**src/design/assert_macros.svh**
```systemverilog
// Assertion macros used by the parser (dqc_parser).
`ifndef ASSERT_MACROS_SVH
`define ASSERT_MACROS_SVH

// Same-cycle implication, checked outside reset.
`define ASSERT_IMPL(label, clk, rst, ante, cons) \
  label: assert property (@(posedge clk) disable iff (rst) (ante) |-> (cons)) \
    else $error("assertion failed");

// Next-cycle implication, checked outside reset.
`define ASSERT_NEXT(label, clk, rst, ante, cons) \
  label: assert property (@(posedge clk) disable iff (rst) (ante) |=> (cons)) \
    else $error("assertion failed");

`endif

```
**src/design/dqc_pkg.sv**
```systemverilog
`default_nettype none

package dqc_pkg;

  // Default bound on the query name length.
  localparam int DEF_MAX_NAME_BYTES = 256;

  // Fixed byte positions in the frame.
  localparam logic [15:0] POS_ETYPE_HI  = 16'd12;
  localparam logic [15:0] POS_ETYPE_END = 16'd13;
  localparam logic [15:0] POS_PROTO     = 16'd23;
  localparam logic [15:0] POS_IP_END    = 16'd33;
  localparam logic [15:0] POS_PORT_HI   = 16'd36;
  localparam logic [15:0] POS_PORT_LO   = 16'd37;
  localparam logic [15:0] POS_UDP_END   = 16'd41;
  localparam logic [15:0] POS_ID_HI     = 16'd42;
  localparam logic [15:0] POS_ID_LO     = 16'd43;
  localparam logic [15:0] POS_FLAGS     = 16'd44;
  localparam logic [15:0] POS_DNS_END   = 16'd53;
  localparam logic [15:0] POS_NAME      = 16'd54;
  localparam logic [15:0] POS_MAX       = 16'hFFFF;

  // Header field values.
  localparam logic [15:0] ETHERTYPE_IPV4 = 16'h0800;
  localparam logic [7:0]  PROTO_UDP      = 8'd17;
  localparam logic [7:0]  FLAG_MASK      = 8'hF8;
  localparam logic [2:0]  TAIL_BYTES     = 3'd4;

  // Register reset values.
  localparam logic [15:0] RST_SERVER_PORT    = 16'd53;
  localparam logic [15:0] RST_TYPE_ADDR4     = 16'd1;
  localparam logic [15:0] RST_TYPE_ADDR6     = 16'd28;
  localparam logic [15:0] RST_CLASS_INTERNET = 16'd1;

  // Register indexes.
  typedef enum logic [1:0] {
    CFG_SERVER_PORT    = 2'd0,
    CFG_TYPE_ADDR4     = 2'd1,
    CFG_TYPE_ADDR6     = 2'd2,
    CFG_CLASS_INTERNET = 2'd3
  } cfg_sel_t;

  // Verdict and fault codes.
  typedef enum logic [2:0] {
    VERDICT_CACHEABLE   = 3'd0,
    VERDICT_TRUNCATED   = 3'd1,
    VERDICT_NOT_DNS     = 3'd2,
    VERDICT_NOT_QUERY   = 3'd3,
    VERDICT_NAME_LONG   = 3'd4,
    VERDICT_UNSUPPORTED = 3'd5
  } verdict_t;

  // Result kinds.
  localparam logic KIND_NAME    = 1'b0;
  localparam logic KIND_VERDICT = 1'b1;

  typedef struct packed {
    logic [15:0] server_port;
    logic [15:0] type_addr4;
    logic [15:0] type_addr6;
    logic [15:0] class_internet;
  } cfg_t;

  typedef struct packed {
    logic [7:0] frame_byte;
    logic       end_of_frame;
  } in_item_t;

  typedef struct packed {
    logic        kind;
    logic [7:0]  name_byte;
    logic [2:0]  verdict;
    logic [15:0] txn_id;
    logic [15:0] query_type;
    logic [8:0]  name_len;
  } res_t;

endpackage

`default_nettype wire

```
**src/design/dqc_in_if.sv**
```systemverilog
`default_nettype none

// Request channel carrying frame bytes.
interface dqc_in_if;
  logic       valid;
  logic       ready;
  logic [7:0] frame_byte;
  logic       end_of_frame;

  modport source (output valid, output frame_byte, output end_of_frame, input ready);
  modport sink (input valid, input frame_byte, input end_of_frame, output ready);
endinterface

`default_nettype wire

```
**src/design/dqc_out_if.sv**
```systemverilog
`default_nettype none

// Result channel carrying name bytes and verdicts.
interface dqc_out_if;
  logic        valid;
  logic        ready;
  logic        kind;
  logic [7:0]  name_byte;
  logic [2:0]  verdict;
  logic [15:0] txn_id;
  logic [15:0] query_type;
  logic [8:0]  name_len;

  modport source (output valid, output kind, output name_byte, output verdict,
                  output txn_id, output query_type, output name_len, input ready);
  modport sink (input valid, input kind, input name_byte, input verdict,
                input txn_id, input query_type, input name_len, output ready);
endinterface

`default_nettype wire

```
**src/design/dns_query_classifier.sv**
```systemverilog
// DNS query classifier.
// Frame bytes arrive on the frame channel, one request per byte, with
// end_of_frame set on the last byte. The block assumes Ethernet, a 20-byte
// IPv4 header, UDP and a DNS header at fixed offsets. Each query name byte,
// up to and including the zero terminator, is sent on the result channel
// with kind 0; the last byte of a frame gives one verdict with kind 1,
// carrying the transaction id, qtype and name length.
// A byte accepted into the input register is parsed out of it and its
// result is loaded into the result register; the parse step between those
// two registers is combinational. One byte per cycle is taken while the
// result receiver does not stall. When it stalls, a held result stays in
// the result register, the byte in the input register waits, and
// frame.ready drops. Configuration writes through cfg_we, cfg_index and
// cfg_data take effect on the next edge; the user must make them while no
// frame is in progress, as the block itself does not enforce this.
// Reset (rst, synchronous) empties both registers, clears the frame state
// and loads the register defaults: port 53, qtypes 1 and 28, qclass 1.
`default_nettype none

module dns_query_classifier import dqc_pkg::*; #(
  parameter int MAX_NAME_BYTES = DEF_MAX_NAME_BYTES
) (
  input  wire logic        clk,
  input  wire logic        rst,
  dqc_in_if.sink           frame,
  dqc_out_if.source        result,
  input  wire logic        cfg_we,
  input  wire logic [1:0]  cfg_index,
  input  wire logic [15:0] cfg_data
);

  cfg_t     cfg;
  logic     item_valid;
  in_item_t item;
  logic     fire;
  logic     free;
  logic     res_valid;
  res_t     res;

  // A held byte is processed whenever the result register can take it.
  assign fire = item_valid && free;

  dqc_cfg_regs u_cfg (
    .clk       (clk),
    .rst       (rst),
    .cfg_we    (cfg_we),
    .cfg_index (cfg_index),
    .cfg_data  (cfg_data),
    .cfg       (cfg)
  );

  dqc_in_reg u_in (
    .clk        (clk),
    .rst        (rst),
    .frame      (frame),
    .take       (fire),
    .item_valid (item_valid),
    .item       (item)
  );

  dqc_parser #(
    .MAX_NAME_BYTES (MAX_NAME_BYTES)
  ) u_parser (
    .clk       (clk),
    .rst       (rst),
    .cfg       (cfg),
    .fire      (fire),
    .item      (item),
    .res_valid (res_valid),
    .res       (res)
  );

  dqc_out_reg u_out (
    .clk    (clk),
    .rst    (rst),
    .result (result),
    .load   (fire && res_valid),
    .res    (res),
    .free   (free)
  );

endmodule

`default_nettype wire

```
**src/design/dqc_cfg_regs.sv**
```systemverilog
`default_nettype none

module dqc_cfg_regs import dqc_pkg::*; (
  input  wire logic       clk,
  input  wire logic       rst,
  input  wire logic       cfg_we,
  input  wire logic [1:0] cfg_index,
  input  wire logic [15:0] cfg_data,
  output cfg_t            cfg
);

  cfg_sel_t sel;
  assign sel = cfg_sel_t'(cfg_index);

  // Register file, written by index.
  always_ff @(posedge clk) begin
    if (rst) begin
      cfg.server_port    <= RST_SERVER_PORT;
      cfg.type_addr4     <= RST_TYPE_ADDR4;
      cfg.type_addr6     <= RST_TYPE_ADDR6;
      cfg.class_internet <= RST_CLASS_INTERNET;
    end else if (cfg_we) begin
      case (sel)
        CFG_SERVER_PORT:    cfg.server_port    <= cfg_data;
        CFG_TYPE_ADDR4:     cfg.type_addr4     <= cfg_data;
        CFG_TYPE_ADDR6:     cfg.type_addr6     <= cfg_data;
        CFG_CLASS_INTERNET: cfg.class_internet <= cfg_data;
        default: ;
      endcase
    end
  end

endmodule

`default_nettype wire

```
**src/design/dqc_in_reg.sv**
```systemverilog
`default_nettype none

module dqc_in_reg import dqc_pkg::*; (
  input  wire logic clk,
  input  wire logic rst,
  dqc_in_if.sink    frame,
  input  wire logic take,
  output logic      item_valid,
  output in_item_t  item
);

  // Ready whenever the held byte is empty or leaves this cycle.
  assign frame.ready = !item_valid || take;

  always_ff @(posedge clk) begin
    if (rst) begin
      item_valid <= 1'b0;
    end else if (frame.ready) begin
      item_valid <= frame.valid;
    end
  end

  // Byte payload needs no reset.
  always_ff @(posedge clk) begin
    if (frame.valid && frame.ready) begin
      item.frame_byte   <= frame.frame_byte;
      item.end_of_frame <= frame.end_of_frame;
    end
  end

endmodule

`default_nettype wire

```
**src/design/dqc_parser.sv**
```systemverilog
`default_nettype none
`include "assert_macros.svh"

module dqc_parser import dqc_pkg::*; #(
  parameter int MAX_NAME_BYTES = DEF_MAX_NAME_BYTES
) (
  input  wire logic clk,
  input  wire logic rst,
  input  wire cfg_t cfg,
  input  wire logic fire,
  input  wire in_item_t item,
  output logic      res_valid,
  output res_t      res
);

  localparam int NCW = $clog2(MAX_NAME_BYTES + 1);
  localparam logic [NCW-1:0] NAME_LIMIT = NCW'(MAX_NAME_BYTES);

  // Frame state.
  logic [15:0]    byte_pos, byte_pos_next;
  verdict_t       fault_code, fault_code_next;
  logic [15:0]    id_hold, id_hold_next;
  logic [NCW-1:0] name_count, name_count_next;
  logic           name_done, name_done_next;
  logic [2:0]     tail_count, tail_count_next;
  logic [15:0]    type_hold, type_hold_next;
  logic [15:0]    class_hold, class_hold_next;
  logic [15:0]    word_hold, word_hold_next;
  logic [7:0]     proto_hold, proto_hold_next;
  logic [7:0]     flag_hold, flag_hold_next;

  logic           emit;
  logic [7:0]     b;
  verdict_t       verdict;
  logic [NCW+8:0] count_ext;

  assign b = item.frame_byte;

  // Field capture, header checks and name walk for the current byte.
  always_comb begin
    byte_pos_next   = byte_pos;
    fault_code_next = fault_code;
    id_hold_next    = id_hold;
    name_count_next = name_count;
    name_done_next  = name_done;
    tail_count_next = tail_count;
    type_hold_next  = type_hold;
    class_hold_next = class_hold;
    word_hold_next  = word_hold;
    proto_hold_next = proto_hold;
    flag_hold_next  = flag_hold;
    emit            = 1'b0;

    if (fault_code == VERDICT_CACHEABLE) begin
      if (byte_pos == POS_ETYPE_HI || byte_pos == POS_PORT_HI) begin
        word_hold_next = {b, 8'd0};
      end else if (byte_pos == POS_ETYPE_END || byte_pos == POS_PORT_LO) begin
        word_hold_next = {word_hold[15:8], word_hold[7:0] | b};
      end else if (byte_pos == POS_PROTO) begin
        proto_hold_next = b;
      end else if (byte_pos == POS_ID_HI) begin
        id_hold_next = {b, 8'd0};
      end else if (byte_pos == POS_ID_LO) begin
        id_hold_next = {id_hold[15:8], id_hold[7:0] | b};
      end else if (byte_pos == POS_FLAGS) begin
        flag_hold_next = b;
      end

      if (byte_pos == POS_ETYPE_END && word_hold_next != ETHERTYPE_IPV4) begin
        fault_code_next = VERDICT_NOT_DNS;
      end else if (byte_pos == POS_IP_END && proto_hold_next != PROTO_UDP) begin
        fault_code_next = VERDICT_NOT_DNS;
      end else if (byte_pos == POS_UDP_END && word_hold_next != cfg.server_port) begin
        fault_code_next = VERDICT_NOT_DNS;
      end else if (byte_pos == POS_DNS_END && (flag_hold_next & FLAG_MASK) != 8'd0) begin
        fault_code_next = VERDICT_NOT_QUERY;
      end else if (byte_pos >= POS_NAME) begin
        if (!name_done) begin
          emit            = 1'b1;
          name_count_next = name_count + NCW'(1);
          if (b == 8'd0) begin
            name_done_next = 1'b1;
          end else if (name_count_next >= NAME_LIMIT) begin
            fault_code_next = VERDICT_NAME_LONG;
          end
        end else if (tail_count < TAIL_BYTES) begin
          case (tail_count)
            3'd0:    type_hold_next  = {b, 8'd0};
            3'd1:    type_hold_next  = {type_hold[15:8], type_hold[7:0] | b};
            3'd2:    class_hold_next = {b, 8'd0};
            default: class_hold_next = {class_hold[15:8], class_hold[7:0] | b};
          endcase
          tail_count_next = tail_count + 3'd1;
        end
      end
    end

    // Position saturates at its maximum.
    if (byte_pos != POS_MAX) begin
      byte_pos_next = byte_pos + 16'd1;
    end
  end

  // Verdict from the state after this byte.
  always_comb begin
    if (fault_code_next != VERDICT_CACHEABLE) begin
      verdict = fault_code_next;
    end else if (tail_count_next < TAIL_BYTES) begin
      verdict = VERDICT_TRUNCATED;
    end else if (type_hold_next != cfg.type_addr4 && type_hold_next != cfg.type_addr6) begin
      verdict = VERDICT_UNSUPPORTED;
    end else if (class_hold_next != cfg.class_internet) begin
      verdict = VERDICT_UNSUPPORTED;
    end else begin
      verdict = VERDICT_CACHEABLE;
    end
  end

  assign count_ext = {9'd0, name_count_next};

  // Result for the byte: a verdict on the final byte, else a name byte.
  always_comb begin
    res_valid = item.end_of_frame || emit;
    if (item.end_of_frame) begin
      res.kind       = KIND_VERDICT;
      res.name_byte  = 8'd0;
      res.verdict    = verdict;
      res.txn_id     = (byte_pos_next > POS_ID_LO) ? id_hold_next : 16'd0;
      res.query_type = (tail_count_next >= 3'd2) ? type_hold_next : 16'd0;
      res.name_len   = name_done_next ? count_ext[8:0] : 9'd0;
    end else begin
      res.kind       = KIND_NAME;
      res.name_byte  = b;
      res.verdict    = VERDICT_CACHEABLE;
      res.txn_id     = 16'd0;
      res.query_type = 16'd0;
      res.name_len   = 9'd0;
    end
  end

  // State update; the final byte returns the frame state to reset.
  always_ff @(posedge clk) begin
    if (rst || (fire && item.end_of_frame)) begin
      byte_pos   <= 16'd0;
      fault_code <= VERDICT_CACHEABLE;
      id_hold    <= 16'd0;
      name_count <= '0;
      name_done  <= 1'b0;
      tail_count <= 3'd0;
      type_hold  <= 16'd0;
      class_hold <= 16'd0;
      word_hold  <= 16'd0;
      proto_hold <= 8'd0;
      flag_hold  <= 8'd0;
    end else if (fire) begin
      byte_pos   <= byte_pos_next;
      fault_code <= fault_code_next;
      id_hold    <= id_hold_next;
      name_count <= name_count_next;
      name_done  <= name_done_next;
      tail_count <= tail_count_next;
      type_hold  <= type_hold_next;
      class_hold <= class_hold_next;
      word_hold  <= word_hold_next;
      proto_hold <= proto_hold_next;
      flag_hold  <= flag_hold_next;
    end
  end

  // The name count never passes the bound.
  `ASSERT_IMPL(a_count_bound, clk, rst, 1'b1, name_count <= NAME_LIMIT)
  // A terminated name cannot also be too long.
  `ASSERT_IMPL(a_done_not_long, clk, rst, fault_code == VERDICT_NAME_LONG, !name_done)
  // Qtype and qclass bytes are only taken after the terminator.
  `ASSERT_IMPL(a_tail_after_name, clk, rst, tail_count != 3'd0,
               name_done && tail_count <= TAIL_BYTES)
  // A final byte leaves the frame state cleared.
  `ASSERT_NEXT(a_clear_on_last, clk, rst, fire && item.end_of_frame,
               byte_pos == 16'd0 && name_count == '0)

endmodule

`default_nettype wire

```
**src/design/dqc_out_reg.sv**
```systemverilog
`default_nettype none

module dqc_out_reg import dqc_pkg::*; (
  input  wire logic  clk,
  input  wire logic  rst,
  dqc_out_if.source  result,
  input  wire logic  load,
  input  wire res_t  res,
  output logic       free
);

  res_t held;

  // The register can take a new result when empty or being drained.
  assign free = !result.valid || result.ready;

  always_ff @(posedge clk) begin
    if (rst) begin
      result.valid <= 1'b0;
    end else if (free) begin
      result.valid <= load;
    end
  end

  always_ff @(posedge clk) begin
    if (free && load) begin
      held <= res;
    end
  end

  assign result.kind       = held.kind;
  assign result.name_byte  = held.name_byte;
  assign result.verdict    = held.verdict;
  assign result.txn_id     = held.txn_id;
  assign result.query_type = held.query_type;
  assign result.name_len   = held.name_len;

endmodule

`default_nettype wire
```
**src/flat_wrapper.sv**
```systemverilog
// flat-port wrapper written by rule: the top's interface ports become plain ports
module dns_query_classifier_flat import dqc_pkg::*;
#(
  parameter int MAX_NAME_BYTES = DEF_MAX_NAME_BYTES
)
  (clk, rst, cfg_we, cfg_index, cfg_data, frame_valid, frame_frame_byte, frame_end_of_frame, frame_ready, result_valid, result_kind, result_name_byte, result_verdict, result_txn_id, result_query_type, result_name_len, result_ready);
  dqc_in_if frame_i ();
  dqc_out_if result_i ();
  input  wire logic clk;
  input  wire logic rst;
  input  wire logic cfg_we;
  input  wire logic [1:0] cfg_index;
  input  wire logic [15:0] cfg_data;
  input wire logic [$bits(frame_i.valid)-1:0] frame_valid;
  input wire logic [$bits(frame_i.frame_byte)-1:0] frame_frame_byte;
  input wire logic [$bits(frame_i.end_of_frame)-1:0] frame_end_of_frame;
  output wire logic [$bits(frame_i.ready)-1:0] frame_ready;
  output wire logic [$bits(result_i.valid)-1:0] result_valid;
  output wire logic [$bits(result_i.kind)-1:0] result_kind;
  output wire logic [$bits(result_i.name_byte)-1:0] result_name_byte;
  output wire logic [$bits(result_i.verdict)-1:0] result_verdict;
  output wire logic [$bits(result_i.txn_id)-1:0] result_txn_id;
  output wire logic [$bits(result_i.query_type)-1:0] result_query_type;
  output wire logic [$bits(result_i.name_len)-1:0] result_name_len;
  input wire logic [$bits(result_i.ready)-1:0] result_ready;
  assign frame_i.valid = frame_valid;
  assign frame_i.frame_byte = frame_frame_byte;
  assign frame_i.end_of_frame = frame_end_of_frame;
  assign frame_ready = frame_i.ready;
  assign result_valid = result_i.valid;
  assign result_kind = result_i.kind;
  assign result_name_byte = result_i.name_byte;
  assign result_verdict = result_i.verdict;
  assign result_txn_id = result_i.txn_id;
  assign result_query_type = result_i.query_type;
  assign result_name_len = result_i.name_len;
  assign result_i.ready = result_ready;
  dns_query_classifier #(.MAX_NAME_BYTES(MAX_NAME_BYTES)) u_core (.clk(clk), .rst(rst), .frame(frame_i), .result(result_i), .cfg_we(cfg_we), .cfg_index(cfg_index), .cfg_data(cfg_data));
endmodule
```
**config.mk**
```make
export PLATFORM = sky130hd
export DESIGN_NAME = dns_query_classifier_flat
export DESIGN_NICKNAME = d
export VERILOG_FILES = /design/src/design/dqc_pkg.sv /design/src/design/dqc_in_if.sv /design/src/design/dqc_out_if.sv /design/src/design/dns_query_classifier.sv /design/src/design/dqc_cfg_regs.sv /design/src/design/dqc_in_reg.sv /design/src/design/dqc_parser.sv /design/src/design/dqc_out_reg.sv /design/src/flat_wrapper.sv
export VERILOG_INCLUDE_DIRS = /design/src /design/src/design
export SDC_FILE = /design/constraint.sdc
export NUM_CORES = 1
export LEC_CHECK = 0
export BUFFER_PORTS_ARGS = -buffer_cell sky130_fd_sc_hd__buf_4
export CORE_ASPECT_RATIO = 0.8
export CORE_MARGIN = 2
export CORE_UTILIZATION = 55
export CTS_CLUSTER_SIZE = 12
export DETAILED_ROUTE_END_ITERATION = 8
export MAX_ROUTING_LAYER = met4
export PLACE_DENSITY = 0.87
export SYNTH_ARGS = -nofsm -noshare
export SYNTH_HDL_FRONTEND = slang
export SYNTH_HIERARCHICAL = 1
export SYNTH_SLANG_ARGS = --single-unit
```
**constraint.sdc**
```tcl
create_clock -name clk -period 3.5 [get_ports clk]
set_input_delay 0.175 -clock clk [delete_from_list [all_inputs] [get_ports clk]]
set_output_delay 0.175 -clock clk [all_outputs]
set_load 0.02 [all_outputs]
```
==> run metrics, run 1 <==
status=finished with violations; Final period util=1.04; top cell type's share of synthesized area=0.301; Setup violations, final=57; slowest cell delay on critical path=0.58 ns; Hold Crit Class=primary input to flop; Port Buffer Count=86; IO Pins=87; critical path buffer and inverter count=2; IR drop worst, VDD=between 400 and 500 uV; launch point of the worst reg-to-reg path=u_core/u_parser/byte_pos[6]$_SDFFE_PP0P_; initial antenna violation count=0; hold depth=3; DP Wirelength=between 20 and 25 mm; Post-synth EDFFs=a little over 60; global placement routability congestion=~1.0; latest clock arrival within the worst-skew pair=between 0.5 and 0.6 ns; nets=between 1k and 1.5k; diode count=0; hold_ws=roughly 0.070 ns; CTS clk-pin slew, worst paths=0.06 ns; Placeable Area=just over 20000 um2; final worst path period need=~3.7 ns; PwrDens=roughly 400 nW/um2; xor/xnor share of the synthesized area=0.0444; drt pass-1 iters=6; ANT nets after route=0; DRC viols=0; count of different cell masters after synthesis=75; simple-gate share of the synthesized area=0.235; post-route cell area=approximately 14000 um2; Chip Width=between 150 and 200 um; ranking of synthesized cells by area=dfxtp_1, edfxtp_1, mux2i_1, nor2_1, nand2b_1; H-tree levels=1; Sink Count=roughly 240; starting DRC count in detailed routing=1007; Num CTS Buffers=24; CP Max Fanout=22; cells after synthesis=~1.3k; Leakage=roughly 5.3 nW; global route total overflow=0; critical path's top delay family=simple AND/OR/NAND/NOR gates; R2R cell count=12; Overall Global Routing Usage=0.288; largest family of logic cells by synthesized area=simple AND/OR/NAND/NOR gates; die outline area=around 22000 um2; Area after DPL=approximately 13000 um2; mapped cell area=approximately 12000 um2; Req. time, crit path=about 3.7 ns; RSZ-0062 raised after global routing=yes; Post-Syn Area per Cell=approximately 9.1 um2; area leader, netlist=dfxtp_1; Fin. Hold Viols=0; DP Worst Slack=-0.0786 ns; TNS Setup=-6.83 ns; die height=roughly 130 um; # rows=between 40 and 50; root buffer cell=clkbuf_16; CTS max path bufs=3; most frequent cells in the layout=buf_4, dfxtp_1, nor2_1; Setup WS post-layout=-0.155 ns; Ys Warns=6; Synth Area in Adders=0.00968; critical path endpoint category=flop; via count=approximately 10k; largest net degree at the start of global routing=just under 80; Arrival @ worst endpoint=3.89 ns; crit path launch type=flop; CP cell instances=or4_4, nor4_4, buf_12, a31oi_1, a32oi_1, nand4_1, o311a_1, nor4_4, or2_4, and3_4, and2_4, buf_12; asr flop ratio synth=0; Vias/cell=a little over 6; Yosys reg bits=about 240; TritonCTS clock tree=yes; highest clock rate=about 270 MHz; WL final=32.7 mm; failing checks=negative setup slack; Main synth FF type=dfxtp_1; post-synthesis compound-gate area fraction=0.138; area delta synth->final=20.8%; WL per Instance=between 15 and 20 um; fill cell count=approximately 1.6k; sequential fraction of the synthesis area=0.461; fraction of layout instances using a drive strength above 1=0.185; Final Slew Violations=0; Max Cap Viol=0; Max Clock Skew=0.0214 ns; r2r setup slk=-0.16 ns; Hold Crit Endpoint=u_core/u_cfg/cfg[58]$_SDFFE_PP0P_; mux contribution to synthesized area=0.0706; slowest stage cell, crit path=or4_4; number of global-route vias before repair=between 9k and 10k; first-pass GRT wire length=50.8 mm; end of the worst register-to-register path=u_core/u_out/result.query_type[14]$_DFFE_PP_; hold_sp=cfg_data[10]; initial cell density of the core=0.562; critical path type=flop to flop; Slew @ Worst Pin=between 0.9 and 1 ns; Mapped Nets=about 1.3k; Rel. slew slack=0.333
worst min-delay path: stages:
cell	delay, ns
buf_4	0.07
nand2b_1	0.14
mux2i_1	0.15
cell families after synthesis:
logic type,Yosys count
compound gates,244
xor+xnor,59
fa+ha+maj,9
buf+inv,111
flops,237
mux,82
simple gates,530
layer usage:
metal | GRT usage | share of wire | up-vias
met1 | 0.395 | 0.43 | 4864
met4 | 0.0833 | 0.028 | 0
li1 | - | - | 4806
met2 | 0.446 | 0.45 | 581
met3 | 0.0454 | 0.098 | 77
met5 | - | 0 | -
stage by stage:
stage	instances	total power [mW]	utilization
final	1700	5.78	0.678
after global routing	1700	5.94	0.678
after detailed placement	1635	3.40	0.626
after global placement	1635	3.39	0.626
after CTS	1697	5.79	0.672
after floorplan	1272	3.22	-
Yosys cell counts, types with 5 or more instances:
| library cell | n |
|---|---|
| a211oi_1 | 10 |
| a21oi_1 | 77 |
| a22oi_1 | 22 |
| a31oi_1 | 25 |
| a32oi_1 | 9 |
| a41oi_1 | 5 |
| and2_1 | 10 |
| and3_1 | 14 |
| buf_2 | 5 |
| buf_4 | 7 |
| buf_6 | 5 |
| clkbuf_1 | 59 |
| dfxtp_1 | 175 |
| edfxtp_1 | 62 |
| ha_1 | 9 |
| inv_1 | 31 |
| mux2i_1 | 82 |
| nand2_1 | 99 |
| nand2b_1 | 80 |
| nand3_1 | 32 |
| nand4_1 | 21 |
| nor2_1 | 167 |
| nor2b_1 | 13 |
| nor3_1 | 28 |
| nor4_1 | 15 |
| o21ai_0 | 36 |
| o22ai_1 | 12 |
| or2_2 | 5 |
| or3_1 | 9 |
| xnor2_1 | 21 |
| xor2_1 | 38 |
state kept, by name, summed over array words and instances (netlist names), 5 cells and up:
| signal | cells |
|---|---|
| u_core/u_parser/word_hold | 16 |
| u_core/u_cfg/cfg | 64 |
| u_core/u_parser/class_hold | 16 |
| u_core/u_in/item | 9 |
| u_core/u_parser/id_hold | 16 |
| u_core/u_parser/flag_hold | 5 |
| u_core/u_out/result.txn_id | 16 |
| u_core/u_parser/type_hold | 16 |
| u_core/u_out/result.name_byte | 8 |
| u_core/u_parser/name_count | 9 |
| u_core/u_out/result.query_type | 16 |
| u_core/u_parser/byte_pos | 16 |
| u_core/u_parser/proto_hold | 8 |
| u_core/u_out/result.name_len | 9 |
area by class of cell:
cell class                 instances  area, um2  area share
clock buffer                      39        707      0.0503
clock inverter                     2       21.3     0.00151
inverter                          31        116     0.00829
multi-input combinational        925       5920       0.421
sequential                       237       5370       0.382
tap                              269        337      0.0240
timing repair buffer             197       1580       0.113
how the worst max path moves through the flow:
stage                                         startpoint                                            to  slack (ns)  cells past startpoint
6_report        u_core/u_parser/byte_pos[6]$_SDFFE_PP0P_  u_core/u_out/result.query_type[14]$_DFFE_PP_       -0.16                     12
3_3_place_gp   u_core/u_parser/byte_pos[14]$_SDFFE_PP0P_     u_core/u_out/result.name_len[7]$_DFFE_PP_       0.004                     12
2_1_floorplan   u_core/u_parser/byte_pos[8]$_SDFFE_PP0P_            u_core/u_out/result.kind$_DFFE_PP_       -0.12                     12
4_1_cts         u_core/u_parser/byte_pos[6]$_SDFFE_PP0P_      u_core/u_out/result.verdict[0]$_DFFE_PP_       -0.05                     10
3_5_place_dp    u_core/u_parser/byte_pos[6]$_SDFFE_PP0P_      u_core/u_out/result.verdict[0]$_DFFE_PP_       -0.08                     10
5_1_grt         u_core/u_parser/byte_pos[6]$_SDFFE_PP0P_  u_core/u_out/result.query_type[14]$_DFFE_PP_       -0.24                     11
power breakdown:
part | internal, mW | switching [mW] | leakage (nW)
combinational | 0.187 | 0.265 | 2.91
clock | 1.37 | 1.03 | 0.354
sequential | 2.87 | 0.0583 | 2.03
repair_timing:
item | CTS | global route
hold buffers | 16 | 0
gates cloned | 0 | 1
pin swaps | 2 | 10
gates resized for setup | 4 | 23
buffers inserted | 5 | 2
endpoints found under the setup margin | 39 | 66
hold endpoints to repair | 24 | 0
Power figures use the tool's default switching activity.
==> run 2, diff against run 1 <==
--- a/config.mk
+++ b/config.mk
@@ -6,6 +6,7 @@
 export SDC_FILE = /design/constraint.sdc
 export NUM_CORES = 1
 export LEC_CHECK = 0
+export ABC_CLOCK_PERIOD_IN_PS = 3500
 export BUFFER_PORTS_ARGS = -buffer_cell sky130_fd_sc_hd__buf_4
 export CORE_ASPECT_RATIO = 0.8
 export CORE_MARGIN = 2
@@ -14,6 +15,7 @@
 export DETAILED_ROUTE_END_ITERATION = 8
 export MAX_ROUTING_LAYER = met4
 export PLACE_DENSITY = 0.87
+export SETUP_SLACK_MARGIN = 0.02
 export SYNTH_ARGS = -nofsm -noshare
 export SYNTH_HDL_FRONTEND = slang
 export SYNTH_HIERARCHICAL = 1
==> run 2 against run 1 <==
  * The run still ends with negative setup slack left
  * Critical path depth unchanged
  * Register-to-register slack about the same
  * Final area up 0.69%
  * Sequential share of layout area down 0.24 points
  * Via count up 0.32%
  * Critical endpoint unchanged
==> run metrics, run 2 (same netlist as run 1, synthesis figures left out) <==
Overall Global Routing Usage=0.289; GR peak layer=met2; r2r setup slk=-0.15 ns; Fin. Hold Viols=0; root buffer cell=clkbuf_16; post-route cell area=14100 um2; IR drop worst, VDD=between 400 and 500 uV; initial cell density of the core=0.562; first-pass GRT wire length=around 51 mm; diode count=0; Hold Crit Endpoint=u_core/u_cfg/cfg[58]$_SDFFE_PP0P_; max reg flops=64; failing checks=negative setup slack; die outline area=22300 um2; Max Cap Viol=0; Clock Power Share=0.415; largest net degree at the start of global routing=77; grt met2 use=0.450; CP Max Fanout=22; crit path launch type=flop; fraction of layout instances using a drive strength above 1=0.194; hold_ws=around 0.08 ns; R2R cell count=12; Finished Layout Cells=1704; Num CTS Buffers=24; end of the worst register-to-register path=u_core/u_out/result.query_type[14]$_DFFE_PP_; status=finished with violations; area of the multi-input gates=~6000 um2; Placeable Area=slightly above 20000 um2; launch point of the worst reg-to-reg path=u_core/u_parser/byte_pos[6]$_SDFFE_PP0P_; Rel. slew slack=0.323; Core Util, Final=0.683; met3 usage=0.0478; WL final=between 30 and 40 mm; hold_sp=cfg_data[10]; Leakage=roughly 5.3 nW; TritonCTS clock tree=yes; fill cell count=between 1.5k and 2k; via count=around 10k; Final Slew Violations=0; Sink Count=~240; WL per Instance=~19 um; Slew @ Worst Pin=about 1 ns; starting DRC count in detailed routing=about 1.1k; Sw Ratio=0.233; number of global-route vias before repair=around 9.7k; die height=134 um; ANT nets after route=0; Chip Width=approximately 170 um; sw power=about 1.3 mW; Req. time, crit path=3.73 ns; Arrival @ worst endpoint=3.89 ns; Setup violations, final=between 60 and 70; Max Clock Skew=0.0193 ns; PwrDens=between 400 and 500 nW/um2; beginning of the critical path=u_core/u_parser/byte_pos[6]$_SDFFE_PP0P_; Hold Crit Class=primary input to flop; Final period util=1.04; DP Wirelength=around 23 mm; Internal=approximately 4.4 mW; M1 GR Usage=0.395; RSZ-0062 raised after global routing=yes; global placement routability congestion=1.01; nets=about 1.5k; hold depth=3; initial antenna violation count=0; Setup WS post-layout=-0.153 ns; Vias/cell=roughly 6.1; drt pass-1 iters=6; most frequent cells in the layout=buf_4, dfxtp_1, nor2_1; latest clock arrival within the worst-skew pair=approximately 0.53 ns; highest clock rate=around 270 MHz; CTS clk-pin slew, worst paths=0.06 ns; CTS max path bufs=3; Biggest register=u_core/u_cfg/cfg; register share of total power=0.507; most common cell after layout, fill and taps aside=buf_4; DRC viols=0; area delta synth->final=21.6%; critical path type=flop to flop; IO Pins=87; Port Buffer Count=86; Comb pwr share=0.078; critical path endpoint category=flop; H-tree levels=1; final worst path period need=3.65 ns; placed cells=about 1.6k; Area after DPL=13000 um2; global route total overflow=0; # rows=47; register area=5370 um2; total power=~5.8 mW
run 2: changes by cell type in the layout (fill, tap and decap cells not counted), moves of 2 or more:
cell | before | now
dfxtp_2 | 1 | 3
a31oi_1 | 22 | 18
a31oi_2 | 3 | 6
dfxtp_1 | 174 | 172
buf_4 | 174 | 178
run 2: critical path: stages, from the launching register on:
cell	delay [ns]
dfxtp_2	0.32
or4_4	0.56
nor4_4	0.46
buf_12	0.16
a31oi_1	0.12
a32oi_1	0.19
nand4_1	0.14
o311a_1	0.40
nor4_4	0.25
or2_4	0.18
and3_4	0.17
and2_4	0.21
buf_12	0.18
run 2: area by class of cell:
type                            count  share of cell area
Clock inverter                      2             0.00150
Clock buffer                       39              0.0500
Multi-Input combinational cell    925               0.423
Inverter                           31             0.00823
Sequential cell                   237               0.380
Timing Repair Buffer              201               0.114
Tap cell                          269              0.0238
run 2: power groups by stage:
stage	clock network, mW	registers [mW]	logic, mW
floorplan	0	2.98	0.239
global placement	0	2.98	0.407
detailed placement	0	2.98	0.415
CTS	2.44	2.92	0.434
global route	2.54	2.93	0.478
finish	2.39	2.92	0.453
run 2: what timing repair did:
item / CTS / global route
cloned: 1 / 0
pin swaps: 3 / 21
hold buffers: 16 / 0
buffers inserted: 7 / 4
gates resized for setup: 10 / 29
setup endpoints to repair: 54 / 71
hold endpoints to repair: 24 / 0
run 2: worst max path at each step:
stage / endpoint / slack [ns] / cells after the start
2_1_floorplan: u_core/u_out/result.kind$_DFFE_PP_ / -0.12 / 12
3_3_place_gp: u_core/u_out/result.name_len[7]$_DFFE_PP_ / 0.004 / 12
3_5_place_dp: u_core/u_out/result.verdict[0]$_DFFE_PP_ / -0.08 / 10
4_1_cts: u_core/u_out/result.query_type[1]$_DFFE_PP_ / -0.04 / 11
5_1_grt: u_core/u_out/result.query_type[14]$_DFFE_PP_ / -0.21 / 11
6_report: u_core/u_out/result.query_type[14]$_DFFE_PP_ / -0.15 / 12
run 2: stage by stage:
| step | setup TNS, ns | setup slack [ns] |
|---|---|---|
| floorplan | -6.36 | -0.120 |
| global placement | 0 | 0.00373 |
| detailed placement | -0.329 | -0.0786 |
| CTS | -0.796 | -0.0372 |
| global route | -11.04 | -0.214 |
| finish | -7.14 | -0.153 |
run 2: layer usage:
layer	routed length, um	part of all wire	vias to the layer above
met4	857	0.026	0
met3	3160	0.096	76
met1	13900	0.42	4918
li1	-	-	4825
met2	14900	0.45	542
met5	0	0	-
